`src/assert_macros.svh`:
```
// Assertion macros shared by the parser RTL.
// Included by the top level; empty under synthesis.
`ifndef ASSERT_MACROS_SVH
`define ASSERT_MACROS_SVH
`ifndef SYNTHESIS
`define UCFP_ASSERT_IMPLY(label, clk_s, rstn_s, ante, cons) \
    label: assert property (@(posedge clk_s) disable iff (!rstn_s) (ante) |-> (cons)) \
        else $error("ucfp assertion failed");
`define UCFP_ASSERT_NEXT(label, clk_s, rstn_s, ante, cons) \
    label: assert property (@(posedge clk_s) disable iff (!rstn_s) (ante) |=> (cons)) \
        else $error("ucfp assertion failed");
`else
`define UCFP_ASSERT_IMPLY(label, clk_s, rstn_s, ante, cons)
`define UCFP_ASSERT_NEXT(label, clk_s, rstn_s, ante, cons)
`endif
`endif

```
`src/ucfp_pkg.sv`:
```
// Constants and types for the UART command frame parser.
// No dependencies; imported by all parser modules.
package ucfp_pkg;

    localparam logic [7:0] TERMINATOR    = 8'h3C;
    localparam int         RFID_HDR_LEN  = 7;
    localparam int         GPS_HDR_LEN   = 6;
    localparam int         PAYLOAD_START = 7;

    // "rfid|R>", "rfid|W>", "gps|S>", "gps|E>"
    localparam logic [7:0] HDR_RFID_R [RFID_HDR_LEN] =
        '{8'h72, 8'h66, 8'h69, 8'h64, 8'h7C, 8'h52, 8'h3E};
    localparam logic [7:0] HDR_RFID_W [RFID_HDR_LEN] =
        '{8'h72, 8'h66, 8'h69, 8'h64, 8'h7C, 8'h57, 8'h3E};
    localparam logic [7:0] HDR_GPS_S [GPS_HDR_LEN] =
        '{8'h67, 8'h70, 8'h73, 8'h7C, 8'h53, 8'h3E};
    localparam logic [7:0] HDR_GPS_E [GPS_HDR_LEN] =
        '{8'h67, 8'h70, 8'h73, 8'h7C, 8'h45, 8'h3E};

    localparam logic [1:0] CMD_RFID_READ  = 2'd0;
    localparam logic [1:0] CMD_RFID_WRITE = 2'd1;
    localparam logic [1:0] CMD_GPS_START  = 2'd2;
    localparam logic [1:0] CMD_GPS_END    = 2'd3;

    typedef struct packed {
        logic load;
        logic shift;
        logic clear;
    } cell_ctrl_t;

endpackage

```
`src/ucfp_if.sv`:
```
// Word channels of the parser: received bytes in, command results out.
// No dependencies.
interface ucfp_rx_if;
    logic       valid;
    logic       ready;
    logic [7:0] rx_byte;

    modport source (output valid, output rx_byte, input ready);
    modport sink   (input valid, input rx_byte, output ready);
endinterface

interface ucfp_res_if;
    logic       valid;
    logic       ready;
    logic [1:0] command;
    logic [5:0] payload_length;
    logic [7:0] payload_byte;
    logic       byte_valid;
    logic       last;
    logic       overflowed;

    modport source (output valid, output command, output payload_length,
                    output payload_byte, output byte_valid, output last,
                    output overflowed, input ready);
    modport sink   (input valid, input command, input payload_length,
                    input payload_byte, input byte_valid, input last,
                    input overflowed, output ready);
endinterface

```
`src/uart_command_frame_parser.sv`:
```
// UART command frame parser: data words and the terminator are taken while idle; after the
// terminator, one result per cycle while the output side accepts (one for gps, one per
// payload byte for rfid or one if it has none, none on no match). The first result is
// registered once the state is S_EMIT; the chain shifts one place per payload result.
// Reset (rst_n, async, active low) empties the chain, the count and the overflow flag.
// Depends on ucfp_pkg, ucfp_if, ucfp_chain and assert_macros.svh.
`include "assert_macros.svh"

module uart_command_frame_parser
    import ucfp_pkg::*;
#(
    parameter int BUFFER_DEPTH = 64
)
(
    input  logic        clk,
    input  logic        rst_n,
    ucfp_rx_if.sink     rx,
    ucfp_res_if.source  res
);

    localparam int FILL_W = $clog2(BUFFER_DEPTH + 1);

    typedef enum logic [1:0] {
        S_IDLE = 2'b01,
        S_EMIT = 2'b10
    } state_t;

    state_t              state_reg, state_next;
    logic [FILL_W-1:0]   fill_reg, fill_next;
    logic                ovf_reg, ovf_next;
    logic [1:0]          cmd_reg, cmd_next;
    logic [5:0]          plen_reg, plen_next;
    logic                single_reg, single_next;
    logic [FILL_W-1:0]   remaining_reg, remaining_next;

    logic                out_valid_reg, out_valid_next;
    logic [1:0]          out_cmd_reg, out_cmd_next;
    logic [5:0]          out_plen_reg, out_plen_next;
    logic [7:0]          out_byte_reg, out_byte_next;
    logic                out_bv_reg, out_bv_next;
    logic                out_last_reg, out_last_next;
    logic                out_ovf_reg, out_ovf_next;

    cell_ctrl_t          ctrl;
    logic [BUFFER_DEPTH-1:0] cell_valid;
    logic [7:0]          cell_data [BUFFER_DEPTH];

    logic                rx_fire;
    logic                out_free;
    logic                rfid_r, rfid_w, gps_s, gps_e;
    logic [FILL_W-1:0]   plen_rfid;
    logic [FILL_W-1:0]   plen_gps;

    ucfp_chain #(
        .DEPTH (BUFFER_DEPTH)
    ) u_chain (
        .clk        (clk),
        .rst_n      (rst_n),
        .ctrl       (ctrl),
        .in_byte    (rx.rx_byte),
        .cell_valid (cell_valid),
        .cell_data  (cell_data)
    );

    assign rx.ready  = (state_reg == S_IDLE);
    assign rx_fire   = rx.valid && rx.ready;
    assign out_free  = !out_valid_reg || res.ready;
    assign plen_rfid = fill_reg - FILL_W'(RFID_HDR_LEN);
    assign plen_gps  = fill_reg - FILL_W'(GPS_HDR_LEN);

    // header match over the front cells; empty cells never match
    always_comb
    begin
        rfid_r = 1'b1;
        rfid_w = 1'b1;
        gps_s  = 1'b1;
        gps_e  = 1'b1;
        for (int i = 0; i < RFID_HDR_LEN; i++)
        begin
            if (!cell_valid[i] || cell_data[i] != HDR_RFID_R[i])
            begin
                rfid_r = 1'b0;
            end
            if (!cell_valid[i] || cell_data[i] != HDR_RFID_W[i])
            begin
                rfid_w = 1'b0;
            end
        end
        for (int i = 0; i < GPS_HDR_LEN; i++)
        begin
            if (!cell_valid[i] || cell_data[i] != HDR_GPS_S[i])
            begin
                gps_s = 1'b0;
            end
            if (!cell_valid[i] || cell_data[i] != HDR_GPS_E[i])
            begin
                gps_e = 1'b0;
            end
        end
    end

    always_comb
    begin
        state_next     = state_reg;
        fill_next      = fill_reg;
        ovf_next       = ovf_reg;
        cmd_next       = cmd_reg;
        plen_next      = plen_reg;
        single_next    = single_reg;
        remaining_next = remaining_reg;
        ctrl           = '0;

        out_valid_next = out_free ? 1'b0 : out_valid_reg;
        out_cmd_next   = out_cmd_reg;
        out_plen_next  = out_plen_reg;
        out_byte_next  = out_byte_reg;
        out_bv_next    = out_bv_reg;
        out_last_next  = out_last_reg;
        out_ovf_next   = out_ovf_reg;

        unique case (state_reg)
            S_IDLE:
            begin
                if (rx_fire)
                begin
                    if (rx.rx_byte != TERMINATOR)
                    begin
                        if (fill_reg < FILL_W'(BUFFER_DEPTH))
                        begin
                            ctrl.load = 1'b1;
                            fill_next = fill_reg + FILL_W'(1);
                        end
                        else
                        begin
                            ovf_next = 1'b1;
                        end
                    end
                    else
                    begin
                        priority if (rfid_r || rfid_w)
                        begin
                            cmd_next       = rfid_r ? CMD_RFID_READ : CMD_RFID_WRITE;
                            plen_next      = plen_rfid[5:0];
                            remaining_next = plen_rfid;
                            single_next    = (plen_rfid == '0);
                            state_next     = S_EMIT;
                        end
                        else if (gps_s || gps_e)
                        begin
                            cmd_next    = gps_s ? CMD_GPS_START : CMD_GPS_END;
                            plen_next   = plen_gps[5:0];
                            single_next = 1'b1;
                            state_next  = S_EMIT;
                        end
                        else
                        begin
                            ctrl.clear = 1'b1;
                            fill_next  = '0;
                            ovf_next   = 1'b0;
                        end
                    end
                end
            end
            S_EMIT:
            begin
                if (out_free)
                begin
                    out_valid_next = 1'b1;
                    out_cmd_next   = cmd_reg;
                    out_plen_next  = plen_reg;
                    out_ovf_next   = ovf_reg;
                    if (single_reg)
                    begin
                        out_byte_next = 8'h00;
                        out_bv_next   = 1'b0;
                        out_last_next = 1'b1;
                    end
                    else
                    begin
                        // payload word sits in the cell just past the header
                        out_byte_next  = cell_data[PAYLOAD_START];
                        out_bv_next    = 1'b1;
                        out_last_next  = (remaining_reg == FILL_W'(1));
                        ctrl.shift     = 1'b1;
                        remaining_next = remaining_reg - FILL_W'(1);
                    end
                    if (single_reg || remaining_reg == FILL_W'(1))
                    begin
                        ctrl.clear = 1'b1;
                        fill_next  = '0;
                        ovf_next   = 1'b0;
                        state_next = S_IDLE;
                    end
                end
            end
            default:
            begin
                state_next = S_IDLE;
            end
        endcase
    end

    always_ff @(posedge clk or negedge rst_n)
    begin
        if (!rst_n)
        begin
            state_reg     <= S_IDLE;
            fill_reg      <= '0;
            ovf_reg       <= 1'b0;
            out_valid_reg <= 1'b0;
        end
        else
        begin
            state_reg     <= state_next;
            fill_reg      <= fill_next;
            ovf_reg       <= ovf_next;
            out_valid_reg <= out_valid_next;
        end
    end

    always_ff @(posedge clk)
    begin
        cmd_reg       <= cmd_next;
        plen_reg      <= plen_next;
        single_reg    <= single_next;
        remaining_reg <= remaining_next;
        out_cmd_reg   <= out_cmd_next;
        out_plen_reg  <= out_plen_next;
        out_byte_reg  <= out_byte_next;
        out_bv_reg    <= out_bv_next;
        out_last_reg  <= out_last_next;
        out_ovf_reg   <= out_ovf_next;
    end

    assign res.valid          = out_valid_reg;
    assign res.command        = out_cmd_reg;
    assign res.payload_length = out_plen_reg;
    assign res.payload_byte   = out_byte_reg;
    assign res.byte_valid     = out_bv_reg;
    assign res.last           = out_last_reg;
    assign res.overflowed     = out_ovf_reg;

    `UCFP_ASSERT_IMPLY(a_fill_matches_cells, clk, rst_n, state_reg == S_IDLE,
        int'(fill_reg) == $countones(cell_valid))
    `UCFP_ASSERT_IMPLY(a_emit_has_work, clk, rst_n, state_reg == S_EMIT,
        single_reg || remaining_reg != '0)
    `UCFP_ASSERT_NEXT(a_nomatch_clears, clk, rst_n,
        rx_fire && rx.rx_byte == TERMINATOR && !rfid_r && !rfid_w && !gps_s && !gps_e,
        fill_reg == '0 && !ovf_reg && state_reg == S_IDLE)

endmodule

```
`src/ucfp_cell.sv`:
```
// One byte cell of the frame chain.
// Depends on ucfp_pkg.
module ucfp_cell
    import ucfp_pkg::*;
(
    input  logic       clk,
    input  logic       rst_n,
    input  cell_ctrl_t ctrl,
    input  logic [7:0] in_byte,
    input  logic       prev_valid,
    input  logic       next_valid,
    input  logic [7:0] next_data,
    output logic       valid,
    output logic [7:0] data
);

    logic       valid_reg;
    logic       valid_next;
    logic [7:0] data_reg;
    logic [7:0] data_next;

    always_comb
    begin
        valid_next = valid_reg;
        data_next  = data_reg;
        priority if (ctrl.clear)
        begin
            valid_next = 1'b0;
        end
        else if (ctrl.shift)
        begin
            valid_next = next_valid;
            data_next  = next_data;
        end
        else if (ctrl.load && !valid_reg && prev_valid)
        begin
            // first empty cell takes the word
            valid_next = 1'b1;
            data_next  = in_byte;
        end
        else
        begin
            valid_next = valid_reg;
            data_next  = data_reg;
        end
    end

    always_ff @(posedge clk or negedge rst_n)
    begin
        if (!rst_n)
        begin
            valid_reg <= 1'b0;
        end
        else
        begin
            valid_reg <= valid_next;
        end
    end

    always_ff @(posedge clk)
    begin
        data_reg <= data_next;
    end

    assign valid = valid_reg;
    assign data  = data_reg;

endmodule

```
`src/ucfp_chain.sv`:
```
// Row of byte cells holding the frame; fills front to back, shifts toward cell 0.
// Depends on ucfp_pkg and ucfp_cell.
module ucfp_chain
    import ucfp_pkg::*;
#(
    parameter int DEPTH = 64
)
(
    input  logic             clk,
    input  logic             rst_n,
    input  cell_ctrl_t       ctrl,
    input  logic [7:0]       in_byte,
    output logic [DEPTH-1:0] cell_valid,
    output logic [7:0]       cell_data [DEPTH]
);

    genvar g;
    generate
        for (g = 0; g < DEPTH; g++)
        begin : g_cell
            logic       prev_v;
            logic       next_v;
            logic [7:0] next_d;

            if (g == 0)
            begin : g_head
                assign prev_v = 1'b1;
            end
            else
            begin : g_body
                assign prev_v = cell_valid[g-1];
            end

            if (g == DEPTH - 1)
            begin : g_tail
                assign next_v = 1'b0;
                assign next_d = 8'h00;
            end
            else
            begin : g_link
                assign next_v = cell_valid[g+1];
                assign next_d = cell_data[g+1];
            end

            ucfp_cell u_cell (
                .clk        (clk),
                .rst_n      (rst_n),
                .ctrl       (ctrl),
                .in_byte    (in_byte),
                .prev_valid (prev_v),
                .next_valid (next_v),
                .next_data  (next_d),
                .valid      (cell_valid[g]),
                .data       (cell_data[g])
            );
        end
    endgenerate

endmodule

```
`src/flat_wrapper.sv`:
```
// flat-port wrapper written by rule: the top's interface ports become plain ports
module uart_command_frame_parser_flat import ucfp_pkg::*;
#(
    parameter int BUFFER_DEPTH = 64
)
  (clk, rst_n, rx_valid, rx_rx_byte, rx_ready, res_valid, res_command, res_payload_length, res_payload_byte, res_byte_valid, res_last, res_overflowed, res_ready);
  ucfp_rx_if rx_i ();
  ucfp_res_if res_i ();
  input  logic clk;
  input  logic rst_n;
  input wire logic [$bits(rx_i.valid)-1:0] rx_valid;
  input wire logic [$bits(rx_i.rx_byte)-1:0] rx_rx_byte;
  output wire logic [$bits(rx_i.ready)-1:0] rx_ready;
  output wire logic [$bits(res_i.valid)-1:0] res_valid;
  output wire logic [$bits(res_i.command)-1:0] res_command;
  output wire logic [$bits(res_i.payload_length)-1:0] res_payload_length;
  output wire logic [$bits(res_i.payload_byte)-1:0] res_payload_byte;
  output wire logic [$bits(res_i.byte_valid)-1:0] res_byte_valid;
  output wire logic [$bits(res_i.last)-1:0] res_last;
  output wire logic [$bits(res_i.overflowed)-1:0] res_overflowed;
  input wire logic [$bits(res_i.ready)-1:0] res_ready;
  assign rx_i.valid = rx_valid;
  assign rx_i.rx_byte = rx_rx_byte;
  assign rx_ready = rx_i.ready;
  assign res_valid = res_i.valid;
  assign res_command = res_i.command;
  assign res_payload_length = res_i.payload_length;
  assign res_payload_byte = res_i.payload_byte;
  assign res_byte_valid = res_i.byte_valid;
  assign res_last = res_i.last;
  assign res_overflowed = res_i.overflowed;
  assign res_i.ready = res_ready;
  uart_command_frame_parser #(.BUFFER_DEPTH(BUFFER_DEPTH)) u_core (.clk(clk), .rst_n(rst_n), .rx(rx_i), .res(res_i));
endmodule
```
`config.mk`:
```
export PLATFORM = sky130hd
export DESIGN_NAME = uart_command_frame_parser_flat
export DESIGN_NICKNAME = d
export VERILOG_FILES = /design/src/ucfp_pkg.sv /design/src/ucfp_if.sv /design/src/uart_command_frame_parser.sv /design/src/ucfp_cell.sv /design/src/ucfp_chain.sv /design/src/flat_wrapper.sv
export VERILOG_INCLUDE_DIRS = /design/src /design/src/src
export SDC_FILE = /design/constraint.sdc
export NUM_CORES = 1
export LEC_CHECK = 0
export BUFFER_PORTS_ARGS = -buffer_cell sky130_fd_sc_hd__clkbuf_2
export CAP_MARGIN = 20
export CELL_PAD_IN_SITES_DETAIL_PLACEMENT = 0
export CELL_PAD_IN_SITES_GLOBAL_PLACEMENT = 1
export CORE_AREA = 2 2 244 246
export CTS_BUF_LIST = sky130_fd_sc_hd__clkbuf_16
export CTS_CLUSTER_DIAMETER = 120
export DETAILED_ROUTE_END_ITERATION = 10
export DIE_AREA = 0 0 246 248
export PLACE_DENSITY_LB_ADDON = 0.1
export SYNTH_ARGS = -nofsm -noshare
export SYNTH_HDL_FRONTEND = slang
export SYNTH_SLANG_ARGS = --single-unit
```
`constraint.sdc`:
```
create_clock -name clk -period 4.2 [get_ports clk]
set_input_delay 0.21 -clock clk [delete_from_list [all_inputs] [get_ports clk]]
set_output_delay 0.21 -clock clk [all_outputs]
set_load 0.02 [all_outputs]
```
==> impl_metrics.json <==
{
  "cts_post_setup_buffers_inserted": 0,
  "chipWidth_um": 246,
  "post-route-util_pct": 50.2,
  "crit_path_max_incr_delay_ps": 700,
  "totalPowerFinal_w": 0.0129,
  "global_route.usage.total_pct": 17.9,
  "design.final.nets": 1802,
  "crit_family": "simple AND/OR/NAND/NOR gates",
  "worst_ep_arrival_time_ps": 3750,
  "io_pins": 33,
  "crit_cells": 7,
  "ys.warnings.count": 0,
  "fillCellCount": 5047,
  "global_route.overflow_total": 0,
  "most_used_cells_in_the_layout_excluding_fill_and_tap_cells": "547 x edfxtp_1, 506 x a21o_1, 77 x nor2_1, 74 x a21oi_1, 74 x dfrtp_1",
  "global_route_wire_length_before_repair_um": 86400,
  "timing.setup.critical_path_class": "flip-flop to flip-flop",
  "status": "complete, no violations",
  "cp-end-kind": "flip-flop",
  "ctsResizeCount": 0,
  "cts_hold_fix_bufs": 1,
  "synth_seq_area_share_pct": 70.1,
  "port-buffer-count": 32,
  "synth_cell_types": 53,
  "timing.hold.worst.class": "input port to asynchronous set/reset pin",
  "clock_tree.root_cell": "clkbuf_16",
  "routed-via-count": 14500,
  "drcViolationCount": 0,
  "slew-limit-headroom_pct": 35.9,
  "cp_cell_sequence": "or4_1 > nor4_1 > nand4_1 > a21oi_4 > o41ai_2 > buf_12 > a21oi_1",
  "setup_tns_ps": 0,
  "num_rows": 89,
  "routed_wire_length_per_instance_um": 20.4,
  "combPwrFrac_pct": 2.8,
  "via_count_of_the_first_global_routing_pass": 15200,
  "numPlacedInstances": 2485,
  "tightestPinTransition_ps": 961,
  "crit-reg2reg-capture": "u_core.u_chain.g_cell[54].u_cell.data[7]",
  "initial_antenna_violation_count": 0,
  "numCtsBuffers": 69,
  "timing.critical_path.fanout_max": 76,
  "layout.cells.most_common": "edfxtp_1",
  "cp-start-kind": "flip-flop",
  "async_flop_share_pct": 12.1,
  "seq_cells_post_synth": 622,
  "synth_enable_flop_cells": 547,
  "area_delta_synth_final_pct": 12.5,
  "antenna_violating_nets_post_route": 0,
  "worstSkewPairLatency_ps": 610,
  "tritoncts": "built",
  "initial_utilization_pct": 44.6,
  "drt-pass1-iter-count": 5,
  "die_area_um2": 61000,
  "final.min_clock_period_ps": 3530,
  "core_area_um2": 58500,
  "fin_crit_sh_pct": 84.0,
  "switching_share_pct": 20.2,
  "timing.clock.skew_ps": 31.5,
  "syn_nets": 1821,
  "setup.reg_to_reg.worst_slack_ps": 670,
  "power.sequential.fraction_pct": 52.1,
  "post_synth_inst_count": 1803,
  "reported_leakage_power_nw": 12.7,
  "detailed_place_hpwl_um": 30500,
  "cp.buffers_inverters": 1,
  "finish.cell_count_without_fillers": 2612,
  "dominantRegCellSynth": "edfxtp_1",
  "worst-endpoint-required_ps": 4420,
  "via_per_inst": 5.57,
  "worstReg2RegStart": "u_core.u_chain.g_cell[2].u_cell.data[7]",
  "htree_num_levels": 3,
  "rsz0062_at_grt": "no",
  "mappedNetlistArea_um2": 26100,
  "timing.fmax_mhz": 283,
  "hold_viol": 0,
  "die_height_um": 248,
  "routed_wirelength_um": 53300,
  "final.hold.worst_slack_ps": 62.2,
  "clock_sink_count": 622,
  "power_report.internal_total_w": 0.0103,
  "ir_worst_vdd_mv": 0.293,
  "setup.worst_path.start": "u_core.u_chain.g_cell[2].u_cell.data[7]",
  "maxCapViolations": 0,
  "syn_avg_cell_area_um2": 14.5,
  "routabilityCongestion": 0.799,
  "clockPowerShare_pct": 45.1,
  "critical_path.endpoint": "u_core.u_chain.g_cell[54].u_cell.data[7]",
  "clockBufferDepth": 3,
  "largest_register_ffs": 512,
  "report.final.slew_viol_count": 0,
  "setup-violations-final": 0,
  "worst_path_max_delay_cell": "a21oi_1",
  "clk_pin_slew_worst_paths_ps": 60,
  "dr.first_iter.drc_count": 966,
  "power_switching_w": 0.00261,
  "worst_r2r_path_depth": 7,
  "grt_start_max_net_pins": 202,
  "antenna_cells_inserted": 0,
  "power_density_nw_per_um2": 439,
  "layout-drive-gt1-share_pct": 13.1
}
-- synthesized netlist by cell type, drive strengths merged (2+ instances only) --
cell / instances / area share [%]
edfxtp: 547 / 63
o21ai: 6 / 0.12
nor2b: 18 / 0.43
a21o: 506 / 15
nand4: 6 / 0.14
or3: 3 / 0.072
nand4b: 5 / 0.17
nor3: 70 / 2.4
nand2: 29 / 0.42
clkbuf: 150 / 2.2
nor3b: 2 / 0.058
nand3b: 63 / 1.8
or4: 2 / 0.072
a31oi: 8 / 0.19
xnor2: 7 / 0.23
nor4b: 2 / 0.067
xor2: 7 / 0.23
dfrtp: 74 / 7.1
nor2: 79 / 1.1
a21oi: 75 / 1.5
o211ai: 2 / 0.058
a211oi: 63 / 1.8
mux2i: 3 / 0.12
o21a: 2 / 0.058
and2: 2 / 0.048
nor4bb: 6 / 0.23
inv: 14 / 0.20
ha: 6 / 0.29
nand3: 6 / 0.12
nor4: 6 / 0.14
buf: 17 / 0.48
-- cells by family (layout without fill, tap and decap cells) --
logic type / after synthesis / count (layout) / synth area share, %
AOI/OAI and AO/OA: 670 / 670 / 18.5
xor gates and xnor gates: 14 / 14 / 0.470
buffers and inverters: 181 / 217 / 2.84
and+or+nand+nor: 306 / 306 / 7.57
adders and majority gates: 6 / 6 / 0.288
DFF: 622 / 622 / 70.1
muxes: 4 / 4 / 0.158
-- per-stage QoR --
stage | setup WS, ps | instance area [um2]
floorplan | 1090 | 26100
global placement | 828 | 27200
detailed placement | 664 | 27200
CTS | 636 | 29400
global route | 386 | 29400
finish | 670 | 29400
-- worst reg2reg max path: stages (launching register included) --
cell and delay [ps]:
edfxtp_1 380, or4_1 530, nor4_1 340, nand4_1 390, a21oi_4 310, o41ai_2 170, buf_12 240, a21oi_1 790
-- power by group through the flow --
stage                     logic [W]  registers [W]  clock network (W)
after detailed placement   0.000372        0.00685                  0
after global placement     0.000376        0.00685                  0
after CTS                  0.000379        0.00672            0.00599
after floorplan            0.000238        0.00685                  0
after global routing       0.000408        0.00672            0.00625
final                      0.000366        0.00672            0.00581
-- routing by layer --
layer  GRT usage (%)  wire length [um]
met3            2.95              1890
met4            5.58              1080
met2            29.2             25500
met1            24.8             24800
met5               0                 0
-- how the worst min path moves through the flow --
stage	from	endpoint	slack [ps]	cells after the start
finish	rst_n	u_core.u_chain.g_cell[43].u_cell.valid	60	2
global route	rst_n	u_core.u_chain.g_cell[45].u_cell.valid	70	2
CTS	rst_n	u_core.u_chain.g_cell[45].u_cell.valid	20	2
detailed placement	rst_n	u_core.u_chain.g_cell[42].u_cell.valid	140	1
global placement	rst_n	u_core.u_chain.g_cell[42].u_cell.valid	140	1
floorplan	rst_n	asynchronous set/reset pin	-90	0
-- final cells by class --
class	count	area, um2	area share (%)
flip-flops and latches	622	18300	62.3
multi-input cells	1000	7140	24.3
clock buffers	72	1800	6.14
well taps	773	967	3.29
repair buffers	77	716	2.44
clock inverters	54	383	1.30
inverters	14	52.6	0.179
Power figures use the tool's default switching activity.
